File: src/mtc_pkg.sv
// ----------------------------------------------------------------------------
// mtc_pkg: shared definitions for the millisecond tick to calendar converter.
// Holds the field widths, the unit divisors, the packed time-of-day record
// that rides along the divider pipeline, and the table of month starts.
// ----------------------------------------------------------------------------
package mtc_pkg;

  // Default width of the millisecond timestamp.
  localparam int TIME_BITS_DEFAULT = 44;

  // Dividend bits retired per pipeline stage in the constant dividers.
  localparam int DIGIT_BITS = 16;

  // Unit divisors.
  localparam int MS_PER_SEC     = 1000;
  localparam int SEC_PER_MIN    = 60;
  localparam int MIN_PER_HOUR   = 60;
  localparam int HOUR_PER_DAY   = 24;
  localparam int DAYS_PER_WEEK  = 7;
  localparam int DAYS_PER_CYCLE = 365 * 4 + 1;

  // Day zero was a Saturday.
  localparam int WEEKDAY_BASE = 6;

  // Milliseconds below one second divided by ten: n * 205 >> 11 is exact
  // for every n below 1029.
  localparam int HUND_MUL   = 205;
  localparam int HUND_SHIFT = 11;

  // Result field widths.
  localparam int HUND_W  = 7;
  localparam int SEC_W   = 6;
  localparam int MIN_W   = 6;
  localparam int HOUR_W  = 5;
  localparam int WDAY_W  = 3;
  localparam int YEAR_W  = 10;
  localparam int MONTH_W = 4;
  localparam int MDAY_W  = 5;

  // Day index within a four-year cycle.
  localparam int CYC_DAY_W = $clog2(DAYS_PER_CYCLE);

  // Time-of-day fields gathered as the dividers peel them off.
  typedef struct packed {
    logic [HUND_W-1:0] hundredths;
    logic [SEC_W-1:0]  second;
    logic [MIN_W-1:0]  minute;
    logic [HOUR_W-1:0] hour;
    logic [WDAY_W-1:0] weekday;
  } tod_t;

  // First day of each month counted from the start of a four-year cycle.
  // The first year of the cycle is the leap year.
  localparam logic [CYC_DAY_W-1:0] MONTH_START [4][12] = '{
    '{11'd0,    11'd31,   11'd60,   11'd91,   11'd121,  11'd152,
      11'd182,  11'd213,  11'd244,  11'd274,  11'd305,  11'd335},
    '{11'd366,  11'd397,  11'd425,  11'd456,  11'd486,  11'd517,
      11'd547,  11'd578,  11'd609,  11'd639,  11'd670,  11'd700},
    '{11'd731,  11'd762,  11'd790,  11'd821,  11'd851,  11'd882,
      11'd912,  11'd943,  11'd974,  11'd1004, 11'd1035, 11'd1065},
    '{11'd1096, 11'd1127, 11'd1155, 11'd1186, 11'd1216, 11'd1247,
      11'd1277, 11'd1308, 11'd1339, 11'd1369, 11'd1400, 11'd1430}
  };

  // Width that holds every quotient of an in_w-bit value by d.
  function automatic int quot_width(input int in_w, input int d);
    return in_w - $clog2(d) + 1;
  endfunction

  // Reciprocal of d scaled by 2^shift, rounded up.
  function automatic longint unsigned recip_const(input int shift, input int d);
    longint unsigned span;
    span = 64'd1 << shift;
    return (span + 64'(d) - 64'd1) / 64'(d);
  endfunction

endpackage

File: src/mtc_const_div.sv
// ----------------------------------------------------------------------------
// mtc_const_div: pipelined division by a constant.
// Long division that retires DIGIT_BITS dividend bits per stage; each digit
// of the quotient comes from one reciprocal multiplication. Every stage has
// a valid flag, and a sideband word is carried alongside each request.
// ----------------------------------------------------------------------------
module mtc_const_div #(
  parameter int IN_W    = 44,
  parameter int DIVISOR = 1000,
  parameter int SIDE_W  = 1,
  localparam int QUOT_W = mtc_pkg::quot_width(IN_W, DIVISOR),
  localparam int REM_W  = $clog2(DIVISOR)
) (
  input  logic              clk,
  input  logic              rst,
  input  logic              in_valid,
  output logic              in_ready,
  input  logic [IN_W-1:0]   dividend,
  input  logic [SIDE_W-1:0] side_in,
  output logic              out_valid,
  input  logic              out_ready,
  output logic [QUOT_W-1:0] quotient,
  output logic [REM_W-1:0]  remainder,
  output logic [SIDE_W-1:0] side_out
);

  localparam int STEP_W      = mtc_pkg::DIGIT_BITS;
  localparam int N_STG       = (IN_W + STEP_W - 1) / STEP_W;
  localparam int PAD_W       = N_STG * STEP_W;
  localparam int CUR_W       = REM_W + STEP_W;
  localparam int RECIP_SHIFT = CUR_W + REM_W;
  localparam int PROD_W      = 2 * CUR_W + 1;
  localparam logic [PROD_W-1:0] RECIP =
    PROD_W'(mtc_pkg::recip_const(RECIP_SHIFT, DIVISOR));
  localparam logic [CUR_W-1:0]  DIV_C = CUR_W'(DIVISOR);

  logic              stg_valid [N_STG];
  logic [REM_W-1:0]  stg_rem   [N_STG];
  logic [PAD_W-1:0]  stg_num   [N_STG];
  logic [SIDE_W-1:0] stg_side  [N_STG];
  logic              take      [N_STG+1];

  // The last stage moves on when the receiver takes the request.
  assign take[N_STG] = out_ready;

  for (genvar g = 0; g < N_STG; g++) begin : g_stage
    logic              src_valid;
    logic [REM_W-1:0]  src_rem;
    logic [PAD_W-1:0]  src_num;
    logic [SIDE_W-1:0] src_side;
    logic [REM_W-1:0]  rem_next;
    logic [PAD_W-1:0]  num_next;
    logic [STEP_W-1:0] digit;
    logic [CUR_W-1:0]  cur;
    logic [PROD_W-1:0] prod;
    logic [STEP_W-1:0] q_digit;

    // Stage input: the port for the first stage, the previous stage otherwise.
    if (g == 0) begin : g_first
      assign src_valid = in_valid;
      assign src_rem   = '0;
      assign src_num   = PAD_W'(dividend);
      assign src_side  = side_in;
    end else begin : g_later
      assign src_valid = stg_valid[g-1];
      assign src_rem   = stg_rem[g-1];
      assign src_num   = stg_num[g-1];
      assign src_side  = stg_side[g-1];
    end

    // A stage may load when it is empty or its content moves on.
    assign take[g] = !stg_valid[g] || take[g+1];

    // The next dividend digit joins the running remainder, which is below
    // the divisor, so the quotient digit fits in one digit and the scaled
    // reciprocal gives it exactly. The digit shifts in at the bottom of the
    // dividend word as the used dividend bits leave at the top.
    assign digit    = src_num[PAD_W-1 -: STEP_W];
    assign cur      = {src_rem, digit};
    assign prod     = PROD_W'(cur) * RECIP;
    assign q_digit  = prod[RECIP_SHIFT +: STEP_W];
    assign rem_next = REM_W'(cur - CUR_W'(q_digit) * DIV_C);
    assign num_next = PAD_W'({src_num, q_digit});

    // Stage valid flag.
    always_ff @(posedge clk) begin
      if (rst) begin
        stg_valid[g] <= 1'b0;
      end else if (take[g]) begin
        stg_valid[g] <= src_valid;
      end
    end

    // Stage payload.
    always_ff @(posedge clk) begin
      if (take[g] && src_valid) begin
        stg_rem[g]  <= rem_next;
        stg_num[g]  <= num_next;
        stg_side[g] <= src_side;
      end
    end
  end

  assign in_ready  = take[0];
  assign out_valid = stg_valid[N_STG-1];
  assign quotient  = stg_num[N_STG-1][QUOT_W-1:0];
  assign remainder = stg_rem[N_STG-1];
  assign side_out  = stg_side[N_STG-1];

endmodule

File: src/mtc_calendar.sv
// ----------------------------------------------------------------------------
// mtc_calendar: calendar lookup and result register.
// Finds the year and month within a four-year cycle from the month-start
// table, forms the day of month and year count, and holds the result.
// ----------------------------------------------------------------------------
module mtc_calendar #(
  parameter int CYC_W = 11
) (
  input  logic                               clk,
  input  logic                               rst,
  input  logic                               in_valid,
  output logic                               in_ready,
  input  logic [CYC_W-1:0]                   cycle_num,
  input  logic [mtc_pkg::CYC_DAY_W-1:0]      cycle_day,
  input  mtc_pkg::tod_t                      tod,
  output logic                               out_valid,
  input  logic                               out_ready,
  output logic [mtc_pkg::HUND_W-1:0]         hundredths,
  output logic [mtc_pkg::SEC_W-1:0]          second,
  output logic [mtc_pkg::MIN_W-1:0]          minute,
  output logic [mtc_pkg::HOUR_W-1:0]         hour,
  output logic [mtc_pkg::WDAY_W-1:0]         weekday,
  output logic [mtc_pkg::YEAR_W-1:0]         year_offset,
  output logic [mtc_pkg::MONTH_W-1:0]        month,
  output logic [mtc_pkg::MDAY_W-1:0]         day_of_month
);

  logic                              take;
  logic [1:0]                        yr_in_cyc;
  logic [mtc_pkg::MONTH_W-1:0]       mon_idx;
  logic [mtc_pkg::YEAR_W-1:0]        year_next;
  logic [mtc_pkg::MONTH_W-1:0]       month_next;
  logic [mtc_pkg::MDAY_W-1:0]        mday_next;
  logic [mtc_pkg::CYC_DAY_W-1:0]     day_in_mon;

  assign take     = !out_valid || out_ready;
  assign in_ready = take;

  // Year within the cycle, then month within that year. The starts rise
  // monotonically, so the last start not above the day wins.
  always_comb begin
    yr_in_cyc = '0;
    for (int y = 1; y < 4; y++) begin
      if (cycle_day >= mtc_pkg::MONTH_START[y][0]) begin
        yr_in_cyc = 2'(y);
      end
    end
    mon_idx = '0;
    for (int m = 1; m < 12; m++) begin
      if (cycle_day >= mtc_pkg::MONTH_START[yr_in_cyc][m]) begin
        mon_idx = mtc_pkg::MONTH_W'(m);
      end
    end
  end

  // Four years per cycle, so the year count is the cycle number with the
  // year in the cycle appended; it wraps at the field width.
  assign year_next  = mtc_pkg::YEAR_W'({cycle_num, yr_in_cyc});
  assign month_next = mon_idx + mtc_pkg::MONTH_W'(1);
  assign day_in_mon = cycle_day - mtc_pkg::MONTH_START[yr_in_cyc][mon_idx]
                      + mtc_pkg::CYC_DAY_W'(1);
  assign mday_next  = day_in_mon[mtc_pkg::MDAY_W-1:0];

  // Result valid flag.
  always_ff @(posedge clk) begin
    if (rst) begin
      out_valid <= 1'b0;
    end else if (take) begin
      out_valid <= in_valid;
    end
  end

  // Result payload.
  always_ff @(posedge clk) begin
    if (take && in_valid) begin
      hundredths   <= tod.hundredths;
      second       <= tod.second;
      minute       <= tod.minute;
      hour         <= tod.hour;
      weekday      <= tod.weekday;
      year_offset  <= year_next;
      month        <= month_next;
      day_of_month <= mday_next;
    end
  end

endmodule

File: src/millisecond_tick_to_calendar_core.sv
// ----------------------------------------------------------------------------
// millisecond_tick_to_calendar_core: millisecond count to calendar time.
// Converts milliseconds since 2000-01-01 00:00:00 into hundredths, second,
// minute, hour, weekday, year offset, month and day of month.
// ----------------------------------------------------------------------------
// Usage:
//   A request arrives on in_valid/in_ready with time_ms; one result leaves
//   on out_valid/out_ready with all calendar fields for every request.
//   Constant dividers by 1000, 60, 60 and 24, then by 7 and 1461 on the day
//   count, retire 16 dividend bits per stage with a reciprocal multiply;
//   one month-lookup and result register stage follows.
//   Throughput is one request per cycle while the receiver takes results;
//   gaps in the stream are squeezed out.
//   Reset clears every valid flag and the block is empty afterwards.
//   When the receiver stalls, the result holds and stages fill up behind
//   it; in_ready drops only once every stage holds a request.
//   The year is wrapped to 10 bits; every fourth year counts as a leap year.
// ----------------------------------------------------------------------------
module millisecond_tick_to_calendar_core #(
  parameter int TIME_BITS = mtc_pkg::TIME_BITS_DEFAULT
) (
  input  logic                               clk,
  input  logic                               rst,
  input  logic                               in_valid,
  output logic                               in_ready,
  input  logic [TIME_BITS-1:0]               time_ms,
  output logic                               out_valid,
  input  logic                               out_ready,
  output logic [mtc_pkg::HUND_W-1:0]         hundredths,
  output logic [mtc_pkg::SEC_W-1:0]          second,
  output logic [mtc_pkg::MIN_W-1:0]          minute,
  output logic [mtc_pkg::HOUR_W-1:0]         hour,
  output logic [mtc_pkg::WDAY_W-1:0]         weekday,
  output logic [mtc_pkg::YEAR_W-1:0]         year_offset,
  output logic [mtc_pkg::MONTH_W-1:0]        month,
  output logic [mtc_pkg::MDAY_W-1:0]         day_of_month
);

  localparam int SEC_Q_W  = mtc_pkg::quot_width(TIME_BITS, mtc_pkg::MS_PER_SEC);
  localparam int MIN_Q_W  = mtc_pkg::quot_width(SEC_Q_W, mtc_pkg::SEC_PER_MIN);
  localparam int HOUR_Q_W = mtc_pkg::quot_width(MIN_Q_W, mtc_pkg::MIN_PER_HOUR);
  localparam int DAY_Q_W  = mtc_pkg::quot_width(HOUR_Q_W, mtc_pkg::HOUR_PER_DAY);
  localparam int CYC_Q_W  = mtc_pkg::quot_width(DAY_Q_W, mtc_pkg::DAYS_PER_CYCLE);
  localparam int MS_REM_W = $clog2(mtc_pkg::MS_PER_SEC);
  localparam int WK_REM_W = $clog2(mtc_pkg::DAYS_PER_WEEK);
  localparam int TOD_W    = $bits(mtc_pkg::tod_t);
  localparam int PROD_W   = MS_REM_W + mtc_pkg::HUND_SHIFT - 3;

  // Handshakes between the divider stages.
  logic ms_valid, ms_ready;
  logic sec_valid, sec_ready;
  logic min_valid, min_ready;
  logic hr_valid, hr_ready;
  logic wk_valid, wk_ready;
  logic cyc_valid, cyc_ready;

  logic [SEC_Q_W-1:0]                secs;
  logic [MS_REM_W-1:0]               ms_rem;
  logic [PROD_W-1:0]                 hund_prod;
  mtc_pkg::tod_t                     tod_a, tod_b, tod_b_in, tod_c, tod_c_in;
  mtc_pkg::tod_t                     tod_d, tod_d_in, tod_e, tod_e_in, tod_f;
  logic [MIN_Q_W-1:0]                mins;
  logic [mtc_pkg::SEC_W-1:0]         sec_rem;
  logic [HOUR_Q_W-1:0]               hours;
  logic [mtc_pkg::MIN_W-1:0]         min_rem;
  logic [DAY_Q_W-1:0]                days;
  logic [mtc_pkg::HOUR_W-1:0]        hour_rem;
  logic [DAY_Q_W-1:0]                days_e;
  logic [WK_REM_W-1:0]               wk_rem;
  logic [CYC_Q_W-1:0]                cyc_num;
  logic [mtc_pkg::CYC_DAY_W-1:0]     cyc_day;

  // Whole seconds and the milliseconds below them.
  mtc_const_div #(
    .IN_W    (TIME_BITS),
    .DIVISOR (mtc_pkg::MS_PER_SEC),
    .SIDE_W  (1)
  ) u_div_ms (
    .clk       (clk),
    .rst       (rst),
    .in_valid  (in_valid),
    .in_ready  (in_ready),
    .dividend  (time_ms),
    .side_in   (1'b0),
    .out_valid (ms_valid),
    .out_ready (ms_ready),
    .quotient  (secs),
    .remainder (ms_rem),
    .side_out  ()
  );

  // Milliseconds to hundredths by a reciprocal multiply.
  assign hund_prod = PROD_W'(ms_rem) * PROD_W'(mtc_pkg::HUND_MUL);

  always_comb begin
    tod_a            = '0;
    tod_a.hundredths = hund_prod[mtc_pkg::HUND_SHIFT +: mtc_pkg::HUND_W];
  end

  // Whole minutes and the second within the minute.
  mtc_const_div #(
    .IN_W    (SEC_Q_W),
    .DIVISOR (mtc_pkg::SEC_PER_MIN),
    .SIDE_W  (TOD_W)
  ) u_div_sec (
    .clk       (clk),
    .rst       (rst),
    .in_valid  (ms_valid),
    .in_ready  (ms_ready),
    .dividend  (secs),
    .side_in   (tod_a),
    .out_valid (sec_valid),
    .out_ready (sec_ready),
    .quotient  (mins),
    .remainder (sec_rem),
    .side_out  (tod_b)
  );

  always_comb begin
    tod_b_in        = tod_b;
    tod_b_in.second = sec_rem;
  end

  // Whole hours and the minute within the hour.
  mtc_const_div #(
    .IN_W    (MIN_Q_W),
    .DIVISOR (mtc_pkg::MIN_PER_HOUR),
    .SIDE_W  (TOD_W)
  ) u_div_min (
    .clk       (clk),
    .rst       (rst),
    .in_valid  (sec_valid),
    .in_ready  (sec_ready),
    .dividend  (mins),
    .side_in   (tod_b_in),
    .out_valid (min_valid),
    .out_ready (min_ready),
    .quotient  (hours),
    .remainder (min_rem),
    .side_out  (tod_c)
  );

  always_comb begin
    tod_c_in        = tod_c;
    tod_c_in.minute = min_rem;
  end

  // Whole days and the hour within the day.
  mtc_const_div #(
    .IN_W    (HOUR_Q_W),
    .DIVISOR (mtc_pkg::HOUR_PER_DAY),
    .SIDE_W  (TOD_W)
  ) u_div_hour (
    .clk       (clk),
    .rst       (rst),
    .in_valid  (min_valid),
    .in_ready  (min_ready),
    .dividend  (hours),
    .side_in   (tod_c_in),
    .out_valid (hr_valid),
    .out_ready (hr_ready),
    .quotient  (days),
    .remainder (hour_rem),
    .side_out  (tod_d)
  );

  always_comb begin
    tod_d_in      = tod_d;
    tod_d_in.hour = hour_rem;
  end

  // Day of week from the day count; the day count rides along for the
  // cycle split that follows.
  mtc_const_div #(
    .IN_W    (HOUR_Q_W - mtc_pkg::HOUR_W + 1),
    .DIVISOR (mtc_pkg::DAYS_PER_WEEK),
    .SIDE_W  (DAY_Q_W + TOD_W)
  ) u_div_week (
    .clk       (clk),
    .rst       (rst),
    .in_valid  (hr_valid),
    .in_ready  (hr_ready),
    .dividend  (days),
    .side_in   ({days, tod_d_in}),
    .out_valid (wk_valid),
    .out_ready (wk_ready),
    .quotient  (),
    .remainder (wk_rem),
    .side_out  ({days_e, tod_e})
  );

  // Day zero was a Saturday, so shift the remainder by the base weekday.
  always_comb begin
    tod_e_in = tod_e;
    if (wk_rem == '0) begin
      tod_e_in.weekday = mtc_pkg::WDAY_W'(mtc_pkg::WEEKDAY_BASE);
    end else begin
      tod_e_in.weekday = mtc_pkg::WDAY_W'(wk_rem - WK_REM_W'(1));
    end
  end

  // Four-year cycles and the day within the cycle.
  mtc_const_div #(
    .IN_W    (DAY_Q_W),
    .DIVISOR (mtc_pkg::DAYS_PER_CYCLE),
    .SIDE_W  (TOD_W)
  ) u_div_cyc (
    .clk       (clk),
    .rst       (rst),
    .in_valid  (wk_valid),
    .in_ready  (wk_ready),
    .dividend  (days_e),
    .side_in   (tod_e_in),
    .out_valid (cyc_valid),
    .out_ready (cyc_ready),
    .quotient  (cyc_num),
    .remainder (cyc_day),
    .side_out  (tod_f)
  );

  // Year and month lookup with the result register.
  mtc_calendar #(
    .CYC_W (CYC_Q_W)
  ) u_calendar (
    .clk          (clk),
    .rst          (rst),
    .in_valid     (cyc_valid),
    .in_ready     (cyc_ready),
    .cycle_num    (cyc_num),
    .cycle_day    (cyc_day),
    .tod          (tod_f),
    .out_valid    (out_valid),
    .out_ready    (out_ready),
    .hundredths   (hundredths),
    .second       (second),
    .minute       (minute),
    .hour         (hour),
    .weekday      (weekday),
    .year_offset  (year_offset),
    .month        (month),
    .day_of_month (day_of_month)
  );

endmodule
File: config.mk
export PLATFORM = sky130hd
export DESIGN_NAME = millisecond_tick_to_calendar_core
export DESIGN_NICKNAME = d
export VERILOG_FILES = /design/src/mtc_pkg.sv /design/src/mtc_const_div.sv /design/src/mtc_calendar.sv /design/src/millisecond_tick_to_calendar_core.sv
export SDC_FILE = /design/constraint.sdc
export NUM_CORES = 2
export LEC_CHECK = 0
export BUFFER_PORTS_ARGS = -buffer_cell sky130_fd_sc_hd__buf_2
export CORE_ASPECT_RATIO = 1.4
export CORE_MARGIN = 10
export CORE_UTILIZATION = 60
export DETAILED_ROUTE_END_ITERATION = 10
export GPL_ROUTABILITY_DRIVEN = 0
export PLACE_DENSITY = 0.8
export RECOVER_POWER = 50
export REMOVE_ABC_BUFFERS = 1
export SLEW_MARGIN = 20
export SYNTH_ARGS = -nofsm -noshare
export SYNTH_HDL_FRONTEND = slang
export SYNTH_SLANG_ARGS = --single-unit
File: constraint.sdc
create_clock -name clk -period 17.48 [get_ports clk]
set_input_delay 3.496 -clock clk [delete_from_list [all_inputs] [get_ports clk]]
set_output_delay 3.496 -clock clk [all_outputs]
set_load 0.01 [all_outputs]
# Yosys cells after proc, flatten, opt, wreduce, memory -nomap -nowiden
# Memories as Yosys holds them, arrays and structs flattened. A register that Yosys moved wholly into a read port is not among the register bits.
# Index checks and enable logic that the tools add are counted.
dict set report totals {
  inputBits 48
  ramBits 995
  wordCells 257
  mem_count 23
  register_bits 20
}
dict set report classes {
  n_bitwise 16
  mul 27
  reduce_logical 46
  add_sub_neg 18
  muxes 107
  magnitude_cmp 16
}
# memory depth word_bits read_ports rd_ports_with_merged_regs wr line_no
set memory_table {}
lappend memory_table {u_div_ms.stg_num 3 48 3 0 3 mtc_const_div.sv:39} ;# logic [PAD_W-1:0] stg_num [N_STG];
lappend memory_table {u_div_sec.stg_num 3 48 3 0 3 mtc_const_div.sv:39}
lappend memory_table {u_div_week.stg_side 2 48 2 0 2 mtc_const_div.sv:40} ;# logic [SIDE_W-1:0] stg_side [N_STG];
lappend memory_table {u_div_sec.stg_side 3 27 3 0 3 mtc_const_div.sv:40}
lappend memory_table {u_div_cyc.stg_num 2 32 2 1 2 mtc_const_div.sv:39}
lappend memory_table {u_div_hour.stg_num 2 32 2 0 2 mtc_const_div.sv:39}
lappend memory_table {{17 more memories} -- -- -- -- -- --}
# cell n
set ops {}
lappend ops {{$bmux 132 s2} 1}
lappend ops {{$mux 132} 2}
lappend ops {{$mul 22x23->44 const B} 3}
lappend ops {{$ge 11x11->1} 11}
lappend ops {{$mul 26x27->52 const B} 2}
lappend ops {{$mux 1} 88}
lappend ops {{$mul 16x4->4 const B} 4}
lappend ops {{$mul 27x27->53 const B} 1}
lappend ops {{$mul 16x7->7 const B} 3}
lappend ops {{$bmux 11 s4} 1}
lappend ops {{$mul 21x22->42 const B} 1}
lappend ops {{$mul 12x27->39 const B} 1}
lappend ops {{$mul 19x20->38 const B} 1}
lappend ops {{$mul 14x23->37 const B} 1}
lappend ops {{$mul 16x2->2 const B} 2}
lappend ops {{$mul 16x3->3 const B} 2}
lappend ops {{$mul 9x22->31 const B} 1}
lappend ops {{$sub 10x10->10} 3}
lappend ops {{$mul 5x20->25 const B} 1}
lappend ops {{$sub 6x6->6} 4}
lappend ops {{$mul 10x8->18 const B} 1}
lappend ops {{$mul 16x11->11 const AB} 1}
lappend ops {{$mul 16x11->11 const B} 1}
lappend ops {{$mul 16x4->4 const AB} 1}
lappend ops {{other kinds (24)} 93}

# Depth between registers and ports, before layout
# An unclocked memory read counts as a cell.
dict set report logic_depth {
  ltp_word 27
  ltp_mapped 43
  depth_no_buf 43
}

# Cells and area by module
# A second synthesis with hierarchy kept.
dict set report unflattened {
  hier_cells 8290
  hier_area_um2 96092.2
}
# module cells_each area_each_um2 instances seq_area_each_um2
set modules_own_cells {}
lappend modules_own_cells {{mtc_const_div (u_div_ms)} 2696 29388.2 1 4234.1}
lappend modules_own_cells {{mtc_const_div (u_div_sec)} 1153 14813.0 1 5735.5}
lappend modules_own_cells {{mtc_const_div (u_div_cyc)} 1350 14794.2 1 2972.9}
lappend modules_own_cells {{mtc_const_div (u_div_min)} 937 11080.6 1 3543.4}
lappend modules_own_cells {{mtc_const_div (u_div_hour)} 886 10975.5 1 3243.1}
lappend modules_own_cells {{mtc_const_div (u_div_week)} 720 9502.9 1 4264.1}
lappend modules_own_cells {mtc_calendar 377 4028.9 1 1401.3}
lappend modules_own_cells {millisecond_tick_to_calendar_core 171 1508.9 1 0.0}

# Least setup slack after synthesis
# OpenSTA, ideal clock, no wires.
dict set report synth_path {
  path_type {register to register}
  start {mem u_div_cyc.stg_num[0][23] (netlist bit)}
  end {mem u_div_cyc.stg_rem[0][21] (netlist bit), data pin}
  stages_incl_launch_ff 41
  arrival_ps 10229
  period_less_slack_ps 10492
  slack_ps 6988
  n_path_buf 1
  setup_ps 262
  cell_sequence {edfxtp_1 ha_1 clkbuf_1 xor2_1 ha_1 inv_1 fa_1 fa_1 inv_1 fa_1 fa_1 inv_1 fa_1 inv_1 ha_1 nand4_2 a211oi_1 a2111oi_4 [5 not listed] nor2b_1 o21a_1 nor2_1 ha_1 fa_1 fa_1 fa_1 fa_1 xnor2_1 xnor2_1 xnor2_1 xnor2_1 xnor2_1 xnor2_1 xnor2_1 xnor2_1 xnor2_1 xnor2_1}
}
# item line_no
set synth_rtl {}
lappend synth_rtl {{from (decl)} mtc_const_div.sv:39}
lappend synth_rtl {{to (decl)} mtc_const_div.sv:38} ;# logic [REM_W-1:0] stg_rem [N_STG];

==> out/metrics.csv <==
metric,value,unit
worstHoldStart,u_div_min.stg_num[0][46]$_DFFE_PP_,
start_kind,flip-flop,
detail-route-antenna-nets,0,
drt-total-wl,184600,um
gr-total-overflow,0,
syn_area,87470,um^2
fin_skew,0.05389,ns
drt_pass1_iterations,6,
endpoint_kind,flip-flop,
synth_area_leader_cell,ha_1,
path_max_fanout,8,
die_h,471.8,um
maxCapViolCount,4,
rsz0062_at_grt,no,
worst_path_most_repeated_cell,xnor2_1,
synth_top_area_frac,0.2901,
criticalPathCategory,reg -> reg,
crit_family,adder cells,
detail_route.iter0.violations,2503,
max-slew-margin-rel,-0.9534,
io_buffers,95,
synthArstFlopShare,0,
finalSetupViolations,0,
multi_input_area,58590,um^2
nFillCells,10600,
nets,11010,
grt_pass1_wl,304200,um
cts.sinks,692,
die_area,161700,um^2
critPathRequiredTime,17.91,ns
syn_inst,7593,
grt_start_max_net_pins,50,
rows,165,
cts_tree,done,
critPathLaunch,u_div_cyc.stg_num[0][23]$_DFFE_PP_,
wl_per_cell,18.93,um
ys_warn_count,0,
viasPerCell,5.503,
ys_seq_area_frac,0.2374,
syn2layout_area_growth,6.338,%
ys_ff_latch,692,
core-area,144700,um^2
rr_endpoint,u_div_cyc.stg_rem[0][21]$_DFFE_PP_,
finalMaxSlewViolations,193,
clock_path_buffers,3,
fin_crit_sh,0.6456,
synth_edf_count,691,
vias,53650,
synthFlopType,edfxtp_1,
cts_max_level,3,
arrival,11.72,ns
synthTopCellsByArea,"ha_1 (29%), fa_1 (27%), edfxtp_1 (24%)",
violations,"max-capacitance violations, max-slew violations",
track_usage,0.2357,
synth_cell_types,81,
drive_gt1_frac,0.03321,
cts_root_buf,clkbuf_16,
finalHoldViolCount,0,
reg2reg_depth,39,
totalNegativeSetupSlack,0,ns
die_w,342.7,um
max_freq,88.61,MHz
crit_buf_inv,4,
first_global_vias,61100,
cts_resized,0,
antenna_found_initial,1,
diodes,0,
clk_pin_slew_worst_paths,0.06,ns
io_pins,96,
worstMarginPinSlew,2.930,ns
cts_made_buffers,74,
utilization,0.6427,
critPathSlowestCell,ha_1,
r2r_slack,6.20,ns
seqCellArea,20770,um^2
r2r_start,u_div_cyc.stg_num[0][23]$_DFFE_PP_,
cts_setup_buffers,0,
syn_area_per_cell,11.52,um^2
fin_crit,11.28,ns
drc,0,
worstHoldPathType,reg -> reg,
status,"complete, but fails checks",
worst-path-stages,39,
max_stage_delay,0.59,ns
timing.critical_path.to,u_div_cyc.stg_rem[0][21]$_DFFE_PP_,
postCtsHoldBufs,0,
clk_latency,0.71,ns
dp_hpwl,158100,um
start_util,0.6044,
[per-layer routing]
layer	routed length, um	global-route usage
met2	99450	0.4430
met4	12930	0.1427
met1	64540	0.2457
met3	7641	0.03112
met5	7	0
[logic make-up after synthesis]
family,share of synthesized area
xor gates and xnor gates,0.02781
AOI/OAI and AO/OA,0.05284
DFF,0.2374
and+or+nand+nor,0.03220
adders and majority gates,0.5553
buffers and inverters,0.09355
muxes,0.0008154
[through the flow]
stage	instances	setup slack (ns)	hold WS (ns)	area, um^2
detailed placement	9617	6.281	0.4045	90530
floorplan	7582	7.108	0.4003	87430
finish	9750	6.195	0.3944	93020
global placement	9617	6.500	0.4002	90530
global route	9750	5.683	0.3916	93020
CTS	9749	6.274	0.3967	93070
[registers in the layout, indices dropped and copies added (netlist names), 24 cells and up]
register and flops:
u_div_min.stg_num 50, u_div_ms.stg_num 105, u_div_cyc.stg_side 54, u_div_ms.stg_rem 30, u_div_sec.stg_num 92, u_div_min.stg_side 26
u_div_cyc.stg_num 24, u_div_hour.stg_num 42, u_div_hour.stg_side 38, u_div_week.stg_side 75
[synthesized netlist by cell type, drive strengths merged (57+ instances only)]
library cell  instances
inv                2167
ha                 2028
fa                 1159
edfxtp              691
a21oi               204
xnor2               191
nor2                140
a21o                137
o21ai               114
nand2                97
xor2                 85
nor2b                57
[final cells by class]
type                    instances  area share
clock buffers                  83     0.02072
clock inverters                49    0.006578
inverters                    2168     0.08749
multi-input cells            4722      0.6299
flip-flops and latches        692      0.2233
well taps                    1920     0.02583
repair buffers                116    0.006161
[cell usage in the layout (no fill, tap or decap), drive strengths merged, types with 6 or more instances in the layout]
| master | count |
|---|---|
| inv | 2180 |
| ha | 2028 |
| fa | 1159 |
| edfxtp | 691 |
| a21oi | 204 |
| xnor2 | 191 |
| nor2 | 140 |
| a21o | 137 |
| clkbuf | 125 |
| o21ai | 114 |
| nand2 | 97 |
| xor2 | 85 |
| buf | 74 |
| nor2b | 57 |
| nor3 | 53 |
| nand3 | 51 |
| o21a | 49 |
| a211oi | 35 |
| nand2b | 31 |
| o21bai | 30 |
| nand4 | 30 |
| clkinv | 24 |
| or2 | 22 |
| and2 | 20 |
| a31oi | 19 |
| and3 | 14 |
| o211ai | 13 |
| nor3b | 12 |
| a21boi | 12 |
| a211o | 11 |
| a2111oi | 9 |
| a31o | 8 |
| bufinv | 8 |
| o31ai | 8 |
| nor4 | 6 |
| mux2i | 6 |
[how the worst min path moves through the flow]
stage | slack, ns | cells after the start | end
global route | 0.39 | 0 | u_div_hour.stg_num[0][30]$_DFFE_PP_
global placement | 0.40 | 0 | u_div_sec.stg_num[0][95]$_DFFE_PP_
finish | 0.39 | 0 | u_div_hour.stg_num[0][30]$_DFFE_PP_
floorplan | 0.40 | 0 | u_calendar.hour[0]$_DFFE_PP_
CTS | 0.40 | 0 | u_div_hour.stg_num[0][30]$_DFFE_PP_
detailed placement | 0.40 | 0 | u_calendar.second[5]$_DFFE_PP_
Power is left out: the tool's default activity adds up to more than one toggle a clock period on the data nets, which glitch-free logic cannot reach.
